<file path="src/rtl/core/one_wire_bus_master_assert.svh">
// ----------------------------------------------------------------------------
// One-wire bus master assertion macros
// Concurrent check macros shared by the RTL; they compile to nothing when
// ASSERT_OFF is defined.
// ----------------------------------------------------------------------------
`ifndef ONE_WIRE_BUS_MASTER_ASSERT_SVH
`define ONE_WIRE_BUS_MASTER_ASSERT_SVH
`ifndef ASSERT_OFF
// Same-cycle implication, sampled on clk and disabled during reset.
`define OWBM_ASSERT_NOW(label, ante, cons) \
	label: assert property (@(posedge clk) disable iff (!arst_n) (ante) |-> (cons)) \
		else $error("one-wire bus master: same-cycle check failed");
// Next-cycle implication, sampled on clk and disabled during reset.
`define OWBM_ASSERT_NEXT(label, ante, cons) \
	label: assert property (@(posedge clk) disable iff (!arst_n) (ante) |=> (cons)) \
		else $error("one-wire bus master: next-cycle check failed");
`else
`define OWBM_ASSERT_NOW(label, ante, cons)
`define OWBM_ASSERT_NEXT(label, ante, cons)
`endif
`endif

</file>
<file path="src/rtl/core/owbm_pkg.sv">
`timescale 1ns / 1ps
// ----------------------------------------------------------------------------
// One-wire bus master package
// Shared widths, item kind codes, register indexes and bundle types.
// ----------------------------------------------------------------------------
package owbm_pkg;

	localparam int BITS_PER_BYTE = 8;
	localparam int BIT_IDX_W     = $clog2(BITS_PER_BYTE);
	localparam int CNT_W         = 10;
	localparam int CFG_IDX_W     = 3;
	localparam int CFG_DATA_W    = 10;

	// Item kind codes.
	localparam logic [1:0] KIND_TICK  = 2'd0;
	localparam logic [1:0] KIND_RESET = 2'd1;
	localparam logic [1:0] KIND_WRITE = 2'd2;
	localparam logic [1:0] KIND_READ  = 2'd3;

	// Configuration register indexes.
	localparam logic [CFG_IDX_W-1:0] REG_RESET_LOW    = 3'd0;
	localparam logic [CFG_IDX_W-1:0] REG_PRES_WAIT    = 3'd1;
	localparam logic [CFG_IDX_W-1:0] REG_RESET_RECOV  = 3'd2;
	localparam logic [CFG_IDX_W-1:0] REG_SLOT_START   = 3'd3;
	localparam logic [CFG_IDX_W-1:0] REG_SLOT_HOLD    = 3'd4;

	// Timing register bundle.
	typedef struct packed {
		logic [9:0] reset_low_ticks;
		logic [9:0] presence_wait_ticks;
		logic [9:0] reset_recover_ticks;
		logic [3:0] slot_start_ticks;
		logic [7:0] slot_hold_ticks;
	} cfg_t;

	// One result beat.
	typedef struct packed {
		logic       drive_low;
		logic       busy_res;
		logic       done_res;
		logic       presence_missing;
		logic [7:0] read_data;
		logic       rejected;
	} result_t;

endpackage

</file>
<file path="src/rtl/core/owbm_cfg.sv">
`timescale 1ns / 1ps
// ----------------------------------------------------------------------------
// One-wire bus master timing registers
// Holds the five tick-count registers written through the plain write port.
// ----------------------------------------------------------------------------
module owbm_cfg (
	input  logic                           clk,
	input  logic                           arst_n,
	input  logic                           cfg_we,
	input  logic [owbm_pkg::CFG_IDX_W-1:0] cfg_index,
	input  logic [owbm_pkg::CFG_DATA_W-1:0] cfg_wdata,
	output owbm_pkg::cfg_t                 cfg
);

	owbm_pkg::cfg_t cfg_q;

	// Register writes; out-of-range indexes are dropped.
	always_ff @(posedge clk or negedge arst_n) begin
		if (!arst_n) begin
			cfg_q.reset_low_ticks     <= 10'd480;
			cfg_q.presence_wait_ticks <= 10'd60;
			cfg_q.reset_recover_ticks <= 10'd420;
			cfg_q.slot_start_ticks    <= 4'd2;
			cfg_q.slot_hold_ticks     <= 8'd60;
		end else if (cfg_we) begin
			case (cfg_index)
				owbm_pkg::REG_RESET_LOW:   cfg_q.reset_low_ticks     <= cfg_wdata;
				owbm_pkg::REG_PRES_WAIT:   cfg_q.presence_wait_ticks <= cfg_wdata;
				owbm_pkg::REG_RESET_RECOV: cfg_q.reset_recover_ticks <= cfg_wdata;
				owbm_pkg::REG_SLOT_START:  cfg_q.slot_start_ticks    <= cfg_wdata[3:0];
				owbm_pkg::REG_SLOT_HOLD:   cfg_q.slot_hold_ticks     <= cfg_wdata[7:0];
				default: ;
			endcase
		end
	end

	assign cfg = cfg_q;

endmodule

</file>
<file path="src/rtl/core/owbm_fsm.sv">
`timescale 1ns / 1ps
// ----------------------------------------------------------------------------
// One-wire bus master sequencer
// Bus state machine: reset pulse, presence sample and byte slots. It takes
// one item per step and gives the result beat of that step.
// ----------------------------------------------------------------------------
module owbm_fsm (
	input  logic                  clk,
	input  logic                  arst_n,
	input  owbm_pkg::cfg_t        cfg,
	input  logic                  step,
	input  logic [1:0]            kind,
	input  logic [7:0]            data_byte,
	input  logic                  line_level,
	output owbm_pkg::result_t     res
);

	typedef enum logic [2:0] {
		PH_IDLE,
		PH_RST_LOW,
		PH_RST_WAIT,
		PH_RST_RECOVER,
		PH_SLOT_START,
		PH_SLOT_HOLD
	} phase_t;

	phase_t                             phase_q, phase_d;
	logic [1:0]                         op_q, op_d;
	logic [owbm_pkg::CNT_W-1:0]         cnt_q, cnt_d;
	logic [owbm_pkg::BIT_IDX_W-1:0]     bit_q, bit_d;
	logic [7:0]                         shift_q, shift_d;
	logic                               pres_q, pres_d;
	logic                               line_q, line_d;
	logic [7:0]                         rdlat_q, rdlat_d;
	logic                               done, rej;
	logic [owbm_pkg::CNT_W-1:0]         cnt_inc;
	logic [owbm_pkg::CNT_W-1:0]         limit;
	logic                               expire;
	logic [7:0]                         shift_smp;

	// Phase length and tick counter compare.
	always_comb begin
		case (phase_q)
			PH_RST_LOW:     limit = cfg.reset_low_ticks;
			PH_RST_WAIT:    limit = cfg.presence_wait_ticks;
			PH_RST_RECOVER: limit = cfg.reset_recover_ticks;
			PH_SLOT_START:  limit = owbm_pkg::CNT_W'(cfg.slot_start_ticks);
			PH_SLOT_HOLD:   limit = owbm_pkg::CNT_W'(cfg.slot_hold_ticks);
			default:        limit = '0;
		endcase
	end

	assign cnt_inc = cnt_q + 1'b1;
	assign expire  = (cnt_inc >= limit);

	// A read slot samples the line on the first tick of its hold part.
	assign shift_smp = (op_q == owbm_pkg::KIND_READ && cnt_q == '0) ?
		{line_level, shift_q[7:1]} : shift_q;

	// Next-state logic for one item.
	always_comb begin
		phase_d = phase_q;
		op_d    = op_q;
		cnt_d   = cnt_q;
		bit_d   = bit_q;
		shift_d = shift_q;
		pres_d  = pres_q;
		line_d  = line_q;
		rdlat_d = rdlat_q;
		done    = 1'b0;
		rej     = 1'b0;
		if (kind != owbm_pkg::KIND_TICK) begin
			if (phase_q != PH_IDLE) begin
				rej = 1'b1;
			end else begin
				op_d   = kind;
				cnt_d  = '0;
				bit_d  = '0;
				line_d = 1'b1;
				if (kind == owbm_pkg::KIND_RESET) begin
					phase_d = PH_RST_LOW;
				end else begin
					phase_d = PH_SLOT_START;
					shift_d = (kind == owbm_pkg::KIND_WRITE) ? data_byte : 8'd0;
				end
			end
		end else begin
			case (phase_q)
				PH_IDLE: ;
				PH_RST_LOW: begin
					cnt_d = cnt_inc;
					if (expire) begin
						line_d  = 1'b0;
						phase_d = PH_RST_WAIT;
						cnt_d   = '0;
					end
				end
				PH_RST_WAIT: begin
					cnt_d = cnt_inc;
					if (expire) begin
						pres_d  = line_level;
						phase_d = PH_RST_RECOVER;
						cnt_d   = '0;
					end
				end
				PH_RST_RECOVER: begin
					cnt_d = cnt_inc;
					if (expire) begin
						phase_d = PH_IDLE;
						cnt_d   = '0;
						done    = 1'b1;
					end
				end
				PH_SLOT_START: begin
					cnt_d = cnt_inc;
					if (expire) begin
						line_d  = (op_q == owbm_pkg::KIND_WRITE) ? ~shift_q[0] : 1'b0;
						phase_d = PH_SLOT_HOLD;
						cnt_d   = '0;
					end
				end
				PH_SLOT_HOLD: begin
					cnt_d   = cnt_inc;
					shift_d = shift_smp;
					if (expire) begin
						line_d = 1'b0;
						if (op_q == owbm_pkg::KIND_WRITE) begin
							shift_d = {1'b0, shift_smp[7:1]};
						end
						if (bit_q == owbm_pkg::BIT_IDX_W'(owbm_pkg::BITS_PER_BYTE - 1)) begin
							if (op_q == owbm_pkg::KIND_READ) begin
								rdlat_d = shift_smp;
							end
							phase_d = PH_IDLE;
							cnt_d   = '0;
							bit_d   = '0;
							done    = 1'b1;
						end else begin
							bit_d   = bit_q + 1'b1;
							phase_d = PH_SLOT_START;
							line_d  = 1'b1;
							cnt_d   = '0;
						end
					end
				end
				default: phase_d = PH_IDLE;
			endcase
		end
	end

	// State update, one item per step.
	always_ff @(posedge clk or negedge arst_n) begin
		if (!arst_n) begin
			phase_q <= PH_IDLE;
			op_q    <= '0;
			cnt_q   <= '0;
			bit_q   <= '0;
			shift_q <= '0;
			pres_q  <= 1'b1;
			line_q  <= 1'b0;
			rdlat_q <= '0;
		end else if (step) begin
			phase_q <= phase_d;
			op_q    <= op_d;
			cnt_q   <= cnt_d;
			bit_q   <= bit_d;
			shift_q <= shift_d;
			pres_q  <= pres_d;
			line_q  <= line_d;
			rdlat_q <= rdlat_d;
		end
	end

	// Result beat reflects the state after this step.
	assign res.drive_low        = line_d;
	assign res.busy_res         = (phase_d != PH_IDLE);
	assign res.done_res         = done;
	assign res.presence_missing = pres_d;
	assign res.read_data        = rdlat_d;
	assign res.rejected         = rej;

endmodule

</file>
<file path="src/rtl/core/one_wire_bus_master.sv">
`timescale 1ns / 1ps
// ----------------------------------------------------------------------------
// One-wire bus master
// Command and tick driven single-wire bus master with an input register,
// a sequencer step and a result register.
// ----------------------------------------------------------------------------
//  Channel  Handshake              Payload
//  in       in_valid / in_ready    kind, data_byte, line_level
//  out      out_valid / out_ready  drive_low, busy_res, done_res,
//                                  presence_missing, read_data, rejected
//  cfg      cfg_we                 cfg_index, cfg_wdata
//
// Every input beat yields one result beat through the input register, the single
// sequencer step and the result register; one beat is taken per cycle unless the output stalls.
// Reset clears the state and loads the default tick counts.
// A stalled output holds its beat while the input register still takes one
// more beat; after that, in_ready drops until out_ready returns.
// ----------------------------------------------------------------------------
module one_wire_bus_master (
	input  logic                            clk,
	input  logic                            arst_n,
	input  logic                            cfg_we,
	input  logic [owbm_pkg::CFG_IDX_W-1:0]  cfg_index,
	input  logic [owbm_pkg::CFG_DATA_W-1:0] cfg_wdata,
	input  logic                            in_valid,
	output logic                            in_ready,
	input  logic [1:0]                      kind,
	input  logic [7:0]                      data_byte,
	input  logic                            line_level,
	output logic                            out_valid,
	input  logic                            out_ready,
	output logic                            drive_low,
	output logic                            busy_res,
	output logic                            done_res,
	output logic                            presence_missing,
	output logic [7:0]                      read_data,
	output logic                            rejected
);

	owbm_pkg::cfg_t    cfg;
	owbm_pkg::result_t res;
	owbm_pkg::result_t res_q;
	logic              valid_s1;
	logic [1:0]        kind_s1;
	logic [7:0]        data_s1;
	logic              level_s1;
	logic              out_valid_q;
	logic              out_free;
	logic              step;

	owbm_cfg u_cfg (
		.clk      (clk),
		.arst_n   (arst_n),
		.cfg_we   (cfg_we),
		.cfg_index(cfg_index),
		.cfg_wdata(cfg_wdata),
		.cfg      (cfg)
	);

	// Flow control across the two registers.
	assign out_free = !out_valid_q || out_ready;
	assign step     = valid_s1 && out_free;
	assign in_ready = !valid_s1 || out_free;

	// Input register.
	always_ff @(posedge clk or negedge arst_n) begin
		if (!arst_n) begin
			valid_s1 <= 1'b0;
		end else if (in_ready) begin
			valid_s1 <= in_valid;
		end
	end

	always_ff @(posedge clk) begin
		if (in_ready && in_valid) begin
			kind_s1  <= kind;
			data_s1  <= data_byte;
			level_s1 <= line_level;
		end
	end

	owbm_fsm u_fsm (
		.clk       (clk),
		.arst_n    (arst_n),
		.cfg       (cfg),
		.step      (step),
		.kind      (kind_s1),
		.data_byte (data_s1),
		.line_level(level_s1),
		.res       (res)
	);

	// Result register.
	always_ff @(posedge clk or negedge arst_n) begin
		if (!arst_n) begin
			out_valid_q <= 1'b0;
		end else if (out_free) begin
			out_valid_q <= step;
		end
	end

	always_ff @(posedge clk) begin
		if (step) begin
			res_q <= res;
		end
	end

	assign out_valid        = out_valid_q;
	assign drive_low        = res_q.drive_low;
	assign busy_res         = res_q.busy_res;
	assign done_res         = res_q.done_res;
	assign presence_missing = res_q.presence_missing;
	assign read_data        = res_q.read_data;
	assign rejected         = res_q.rejected;

	// Checks on the sequencer and the pipeline.
`include "one_wire_bus_master_assert.svh"
	`OWBM_ASSERT_NOW(a_idle_released, out_valid_q && !res_q.busy_res, !res_q.drive_low)
	`OWBM_ASSERT_NOW(a_done_idle, out_valid_q && res_q.done_res, !res_q.busy_res)
	`OWBM_ASSERT_NOW(a_reject_busy, out_valid_q && res_q.rejected,
		res_q.busy_res && !res_q.done_res)
	`OWBM_ASSERT_NEXT(a_s1_held, valid_s1 && !out_free, valid_s1)

endmodule
</file>
<file path="config.mk">
export PLATFORM = sky130hd
export DESIGN_NAME = one_wire_bus_master
export DESIGN_NICKNAME = d
export VERILOG_FILES = /design/src/rtl/core/owbm_pkg.sv /design/src/rtl/core/owbm_cfg.sv /design/src/rtl/core/owbm_fsm.sv /design/src/rtl/core/one_wire_bus_master.sv
export VERILOG_INCLUDE_DIRS = /design/src /design/src/rtl/core
export SDC_FILE = /design/constraint.sdc
export NUM_CORES = 1
export LEC_CHECK = 0
export BUFFER_PORTS_ARGS = -buffer_cell sky130_fd_sc_hd__buf_2
export CORE_MARGIN = 2
export CORE_UTILIZATION = 45
export CTS_CLUSTER_DIAMETER = 80
export DETAILED_ROUTE_END_ITERATION = 12
export PLACE_DENSITY_LB_ADDON = 0.3
export SYNTH_ARGS = -nofsm -noshare
export SYNTH_HDL_FRONTEND = slang
export SYNTH_SLANG_ARGS = --single-unit
</file>
<file path="constraint.sdc">
create_clock -name clk -period 4.6 [get_ports clk]
set_input_delay 0.92 -clock clk [delete_from_list [all_inputs] [get_ports clk]]
set_output_delay 0.92 -clock clk [all_outputs]
set_load 0.1 [all_outputs]
</file>
==> results of run 1 <==
## power groups by stage
stage               Combinational (W)  Clock (W)  Sequential [W]
finish                       0.000970   0.000735         0.00129
global route                  0.00109   0.000790         0.00132
detailed placement           0.000971          0         0.00130
CTS                          0.000974   0.000758         0.00129
global placement             0.000947          0         0.00130
floorplan                    0.000732          0         0.00132
## metal layers
metal	GRT usage, %	wire [um]	share of wire [%]	vias up
met4	5.93	184	1.7	0
met2	28.5	5090	48	91
met1	24.8	4840	45	1806
li1	-	-	-	1760
met5	0	0	0	-
met3	4.59	566	5.3	15
## worst max-delay path: stages, from the launching register on
cell and delay, ns:
dfrtp_1 0.68, nor2b_1 0.56, a221oi_1 0.16, a21oi_1 0.17
ha_1 0.24, nand2b_4 0.14, a211oi_2 0.24, o31ai_2 0.13
o211ai_1 0.75, mux2_2 0.42
## layout by cell type (no fill, tap or decap), drive strengths merged, types with 2 or more instances in the layout
master | netlist | layout
edfxtp | 24 | 24
nor3b | 3 | 3
nand2b | 7 | 7
a22oi | 6 | 6
nor4b | 2 | 2
a211o | 2 | 2
nand2 | 52 | 52
o31ai | 3 | 3
nor3 | 11 | 11
ha | 14 | 14
o311ai | 2 | 2
nand3 | 16 | 16
xor2 | 4 | 4
or2 | 4 | 4
o211ai | 7 | 7
nor2 | 22 | 22
mux2i | 19 | 19
nand4 | 4 | 4
dfstp | 18 | 18
and2 | 4 | 4
a21oi | 16 | 16
o21ai | 27 | 27
a22o | 9 | 9
and3 | 3 | 3
mux2 | 56 | 56
buf | 12 | 49
a211oi | 2 | 2
a221o | 6 | 6
clkbuf | 12 | 12
xnor2 | 4 | 4
inv | 6 | 6
clkinv | 0 | 3
nor2b | 7 | 7
dfrtp | 62 | 62
## final cells by class
class	instances	area (um^2)	share of cell area, %
flip-flops and latches	104	2750	46.6
multi-input cells	325	2400	40.7
repair buffers	49	263	4.46
clock buffers	12	236	4.02
well taps	143	179	3.04
clock inverters	4	45.0	0.765
inverters	6	22.5	0.383
## sequential cells by signal, indices dropped and copies added (netlist names), 2 cells and up
signal         flops
u_fsm.op_q         2
data_s1            8
u_fsm.bit_q        3
u_fsm.cnt_q       10
u_fsm.phase_q      3
read_data          8
kind_s1            2
u_fsm.shift_q      8
u_fsm.rdlat_q      8
u_cfg.cfg         42
## final timing paths
| check | start | to | slack [ns] | cells past startpoint |
|---|---|---|---|---|
| min reg2reg | u_fsm.rdlat_q[2] | u_fsm.rdlat_q[2] | 0.49 | 2 |
| min | u_fsm.rdlat_q[2] | u_fsm.rdlat_q[2] | 0.49 | 2 |
| max in group asynchronous | arst_n | u_fsm.cnt_q[4] | 3.21 | 1 |
| max reg2reg | u_fsm.phase_q[2] | read_data[7] | 0.85 | 9 |
| max | u_fsm.phase_q[2] | read_data[7] | 0.85 | 9 |
| min in group asynchronous | arst_n | u_cfg.cfg[36] | 0.74 | 1 |
## kinds of logic after synthesis
logic type | Yosys count | share of synthesized area [%]
buffers and inverters | 30 | 2.45
xor gates and xnor gates | 8 | 1.33
DFF | 104 | 52.1
and+or+nand+nor | 138 | 13.3
AOI/OAI and AO/OA | 90 | 12.0
adders and majority gates | 14 | 3.32
muxes | 75 | 15.6
## metrics by stage
stage	hold slack [ns]	total power [W]
final	0.489	0.00299
after global routing	0.521	0.00319
after CTS	0.488	0.00302
after detailed placement	0.473	0.00228
after global placement	0.460	0.00225
after floorplan	0.450	0.00205
==> results.cfg, run 1 <==
[sta]
fin_worst_skew_ns = 0.00818
hold_violations = 0
period_share_pct = 81.5
fmax_ghz = 0.267
slew_headroom_pct = 33.1
min_period_ns = 3.75
rsz0062_at_grt = false
setup_viol = 0
setup_tns_ns = 0
setup_ws_ns = 0.850
tightest_slew_ns = 1.00
slew_violations = 0

[pwr]
power_frac_clock_pct = 24.5
switching_share_pct = 34.3
power_density_nw_per_um2 = 509
p_switching_w = 0.00103
ir_drop_uv = 345
p_leak_nw = 2.52
seq_power_share_pct = 43.1
internal_power_w = 0.00197
share_comb_of_total_power_pct = 32.4

[critical_path]
endpoint_kind = flip-flop
arrival_ns = 3.85
crit_fanout = 15
worstSetupPathType = flip-flop to flip-flop
cp.required_ns = 4.70
startpoint_type = flip-flop

[layout]
num_antenna_cells = 0
finalCoreUtilization_pct = 51.6
area_growth_pct = 11.7
nNetsFinal = 538
fillCellCount = 1029
stdcell_area_um2 = 5890
drive_gt1_share_pct = 29.4
final_cells = 643

[synthesis]
avgSynthCellArea_um2 = 11.5
synth_edf_count = 24
ys_top_cells_by_area = dfrtp_1 29%, edfxtp_1 14%, mux2_2 11%
syn-cell-area_um2 = 5270
yosysSeqAreaShare_pct = 52.1
yosys-top-cells-count = 62 x dfrtp_1, 53 x mux2_2, 52 x nand2_1
synth_most_common_cell = dfrtp_1
synth_warnings = 0
ys_ff_latch = 104
yosys_most_used_dff = dfrtp_1
synthesis.nets = 502
async_flop_share_pct = 76.9
yosysUniqueCellTypes = 59
synth.largest_area_cell = dfrtp_1
yosysTopAreaCellShare_pct = 29.4
netlist_instances = 459

[global_route]
antenna_found_initial = 0
grtUsageTotal_pct = 18.1
grt_pass1_wl_mm = 18.2
grt_pass1_vias = 3673
grt_overflow_total = 0
grt_max_degree = 81

[die]
core_area_um2 = 11400
io_pins = 44
die_y_um = 112
die_w_um = 112
start_util_pct = 46.2
die_area_um2 = 12600
rows = 39

[route]
drt_iter0_drc = 280
drt-total-wl_mm = 10.7
antenna_left = 0
drt_pass1_iterations = 4
wl_per_cell_um = 16.6
drc = 0
viasPerCell = 5.71
vias = 3672

[clocking]
clock_path_buffers = 2
cts_buffers = 9
clk_root_buffer_cell = clkbuf_16
ctsHoldBuffers = 0
path_clk_slew_ns = 0.06
cts_setup_buffers = 0
cts_tree = yes
h-tree-depth = 3
cts_resized = 0
clock_latency_ns = 0.35
cts_sinks = 104

[placement]
io_buffers = 43
routabilityCongestion = 0.857
dp_slack_ns = 0.850
placedCellCount = 627
dp_hpwl_mm = 7.66
placed_area_um2 = 5610

[min_path]
hp-class = flip-flop to flip-flop

[flow_run]
maxCapViolations = 0

[run_status]
status = finished clean
Power figures use the tool's default switching activity.
==> run 2, diff against run 1 <==
Settings changed: ABC_AREA set to 1.
Clock period 4.6 ns to 3.63 ns, I/O delays scaled along.
==> results.cfg, run 2 <==
[critical_path]
cp_top_family = simple AND/OR/NAND/NOR gates
worst_path_max_delay_cell = dfrtp_1
path_cells = inv_2 > nor2_1 > inv_1 > nor2_1 > buf_4 > a22o_1 > a21oi_1 > ha_1 > nand2_1 > nor2_1 > nand3_1 > nand3_2 > nand2_1 > inv_2 > nand2_2 > nor2_1 > a21oi_2 > nand2_1 > o21ai_1
arrival_ns = 3.53
startpoint_type = flip-flop
endpoint_kind = flip-flop
cp_common_cell = nor2_1
cp.required_ns = 3.87
crit_buf_inv = 4
cpPeakStageDelay_ns = 0.45
crit_fanout = 16
worstSetupPathType = flip-flop to flip-flop

[min_path]
hp-class = flip-flop to flip-flop

[synthesis]
yosysSeqAreaShare_pct = 54.3
synth.largest_area_cell = dfrtp_1
avgSynthCellArea_um2 = 8.91
yosysTopAreaCellShare_pct = 30.7
ys_top_cells_by_area = dfrtp_1 31%, edfxtp_1 14%, nand2_1 11%
ys_ff_latch = 104
yosysUniqueCellTypes = 38
synthesis.nets = 610
yosys_most_used_dff = dfrtp_1
synth_warnings = 0
netlist_instances = 567
async_flop_share_pct = 76.9
synth_edf_count = 24
yosys-top-cells-count = 147 x nand2_1, 63 x inv_1, 62 x dfrtp_1
synth_most_common_cell = nand2_1
syn-cell-area_um2 = 5050

[route]
drc = 0
drt-total-wl_mm = 10.5
viasPerCell = 5.20
vias = 3918
drt_pass1_iterations = 4
drt_iter0_drc = 169
wl_per_cell_um = 13.9
antenna_left = 0

[clocking]
clk_root_buffer_cell = clkbuf_8
cts_sinks = 104
clock_path_buffers = 2
clock_latency_ns = 0.37
path_clk_slew_ns = 0.10
cts_buffers = 9
cts_setup_buffers = 0
cts_tree = yes
h-tree-depth = 3

[sta]
setup_tns_ns = 0
setup_viol = 0
slew_violations = 0
setup_ws_ns = 0.341
rsz0062_at_grt = false
min_period_ns = 3.29
fmax_ghz = 0.304
tightest_slew_ns = 1.00
whs_ns = 0.489
period_share_pct = 90.6
fin_worst_skew_ns = 0.0107
hold_violations = 0
slew_headroom_pct = 33.3

[die]
die_w_um = 110
die_area_um2 = 12100
rows = 38
io_pins = 44
core_area_um2 = 10900
start_util_pct = 46.4
die_y_um = 110

[layout]
final_cell_mix = 147 x nand2_1, 63 x inv_1, 62 x dfrtp_1
area_growth_pct = 10.6
nNetsFinal = 651
drive_gt1_share_pct = 17.8
num_antenna_cells = 0
largest_reg_flops = 42
final_common_cell = nand2_1
finalCoreUtilization_pct = 51.3

[pwr]
total_power_w = 0.00378
p_leak_nw = 2.64
power_density_nw_per_um2 = 677
ir_drop_uv = 419

[global_route]
grtUsageTotal_pct = 19.2
grt_max_degree = 81
grt_overflow_total = 0
grt_pass1_wl_mm = 17.9
grt_pass1_vias = 3776
antenna_found_initial = 0

[placement]
io_buffers = 43
dp_slack_ns = 0.400
routabilityCongestion = 0.895
dp_hpwl_mm = 7.56

[flow_run]
maxCapViolations = 0

[run_status]
status = finished clean
## run 2: cell types whose count changed after synthesis, sizes merged, moves of 7 or more
cell / change
nand2b: -7
o22ai: +7
mux2: -56
nor2: +10
nor2b: -7
nor3: -8
o21ai: +40
mux2i: -19
nand2: +97
inv: +65
nand3: +13
a21oi: +8
## run 2: layer usage
| layer | GRT usage, % | up-vias | share of wire (%) |
|---|---|---|---|
| li1 | - | 1971 | - |
| met1 | 27.5 | 1866 | 49 |
| met2 | 28.9 | 76 | 46 |
| met3 | 3.91 | 5 | 3.7 |
| met4 | 6.51 | 0 | 0.65 |
| met5 | 0 | - | 0 |
## run 2: path summary, 6_finish.rpt
| path | startpoint | to | slack (ns) | cells after the start |
|---|---|---|---|---|
| min in group asynchronous | arst_n | u_cfg.cfg[21] | 0.51 | 1 |
| worst min register to register | u_fsm.rdlat_q[4] | u_fsm.rdlat_q[4] | 0.49 | 2 |
| worst min-delay path | u_fsm.rdlat_q[4] | u_fsm.rdlat_q[4] | 0.49 | 2 |
| worst max register to register | u_fsm.phase_q[1] | u_fsm.rdlat_q[7] | 0.34 | 19 |
| worst max-delay path | u_fsm.phase_q[1] | u_fsm.rdlat_q[7] | 0.34 | 19 |
| max in group asynchronous | arst_n | u_cfg.cfg[41] | 2.47 | 1 |
## run 2: area by class of cell
type                       count  area (um^2)
multi-input combinational    373         1960
tap                          140          175
timing repair buffer          49          263
sequential                   104         2750
clock inverter                 6         45.0
inverter                      71          267
fill                        1012         5300
clock buffer                  10          128
## run 2: power by group
part | leakage [nW] | internal (W) | switching (W) | total (W)
Combinational | 1.34 | 0.000436 | 0.00106 | 0.00149
Sequential | 1.22 | 0.00147 | 0.000159 | 0.00163
Clock | 0.0846 | 0.000255 | 0.000402 | 0.000657
Total | 2.64 | 0.00216 | 0.00162 | 0.00378
## run 2: kinds of logic after synthesis
group / share of synthesized area (%)
flops: 54.3
fa+ha+maj: 3.47
simple gates: 18.5
compound gates: 15.5
xor+xnor: 1.21
buf+inv: 7.01
## run 2: worst register-to-register path: stages, from the launching register on
cell	delay, ns
dfrtp_1	0.45
inv_2	0.07
nor2_1	0.09
inv_1	0.09
nor2_1	0.40
buf_4	0.25
a22o_1	0.13
a21oi_1	0.05
ha_1	0.30
nand2_1	0.07
nor2_1	0.14
nand3_1	0.10
nand3_2	0.18
nand2_1	0.16
inv_2	0.12
nand2_2	0.20
nor2_1	0.19
a21oi_2	0.05
nand2_1	0.06
o21ai_1	0.07
## run 2: timing repair
action | 4_1_cts | 5_1_grt
hold endpoints to repair | 0 | 0
hold buffers | 0 | 0
setup endpoints to repair | 0 | 1
resized for setup | 0 | 2
## run 2: through the flow
stage / std cells / instance area, um^2
after floorplan: 567 / 5050
after global placement: 737 / 5400
after detailed placement: 737 / 5400
after CTS: 753 / 5580
after global routing: 753 / 5590
final: 753 / 5590
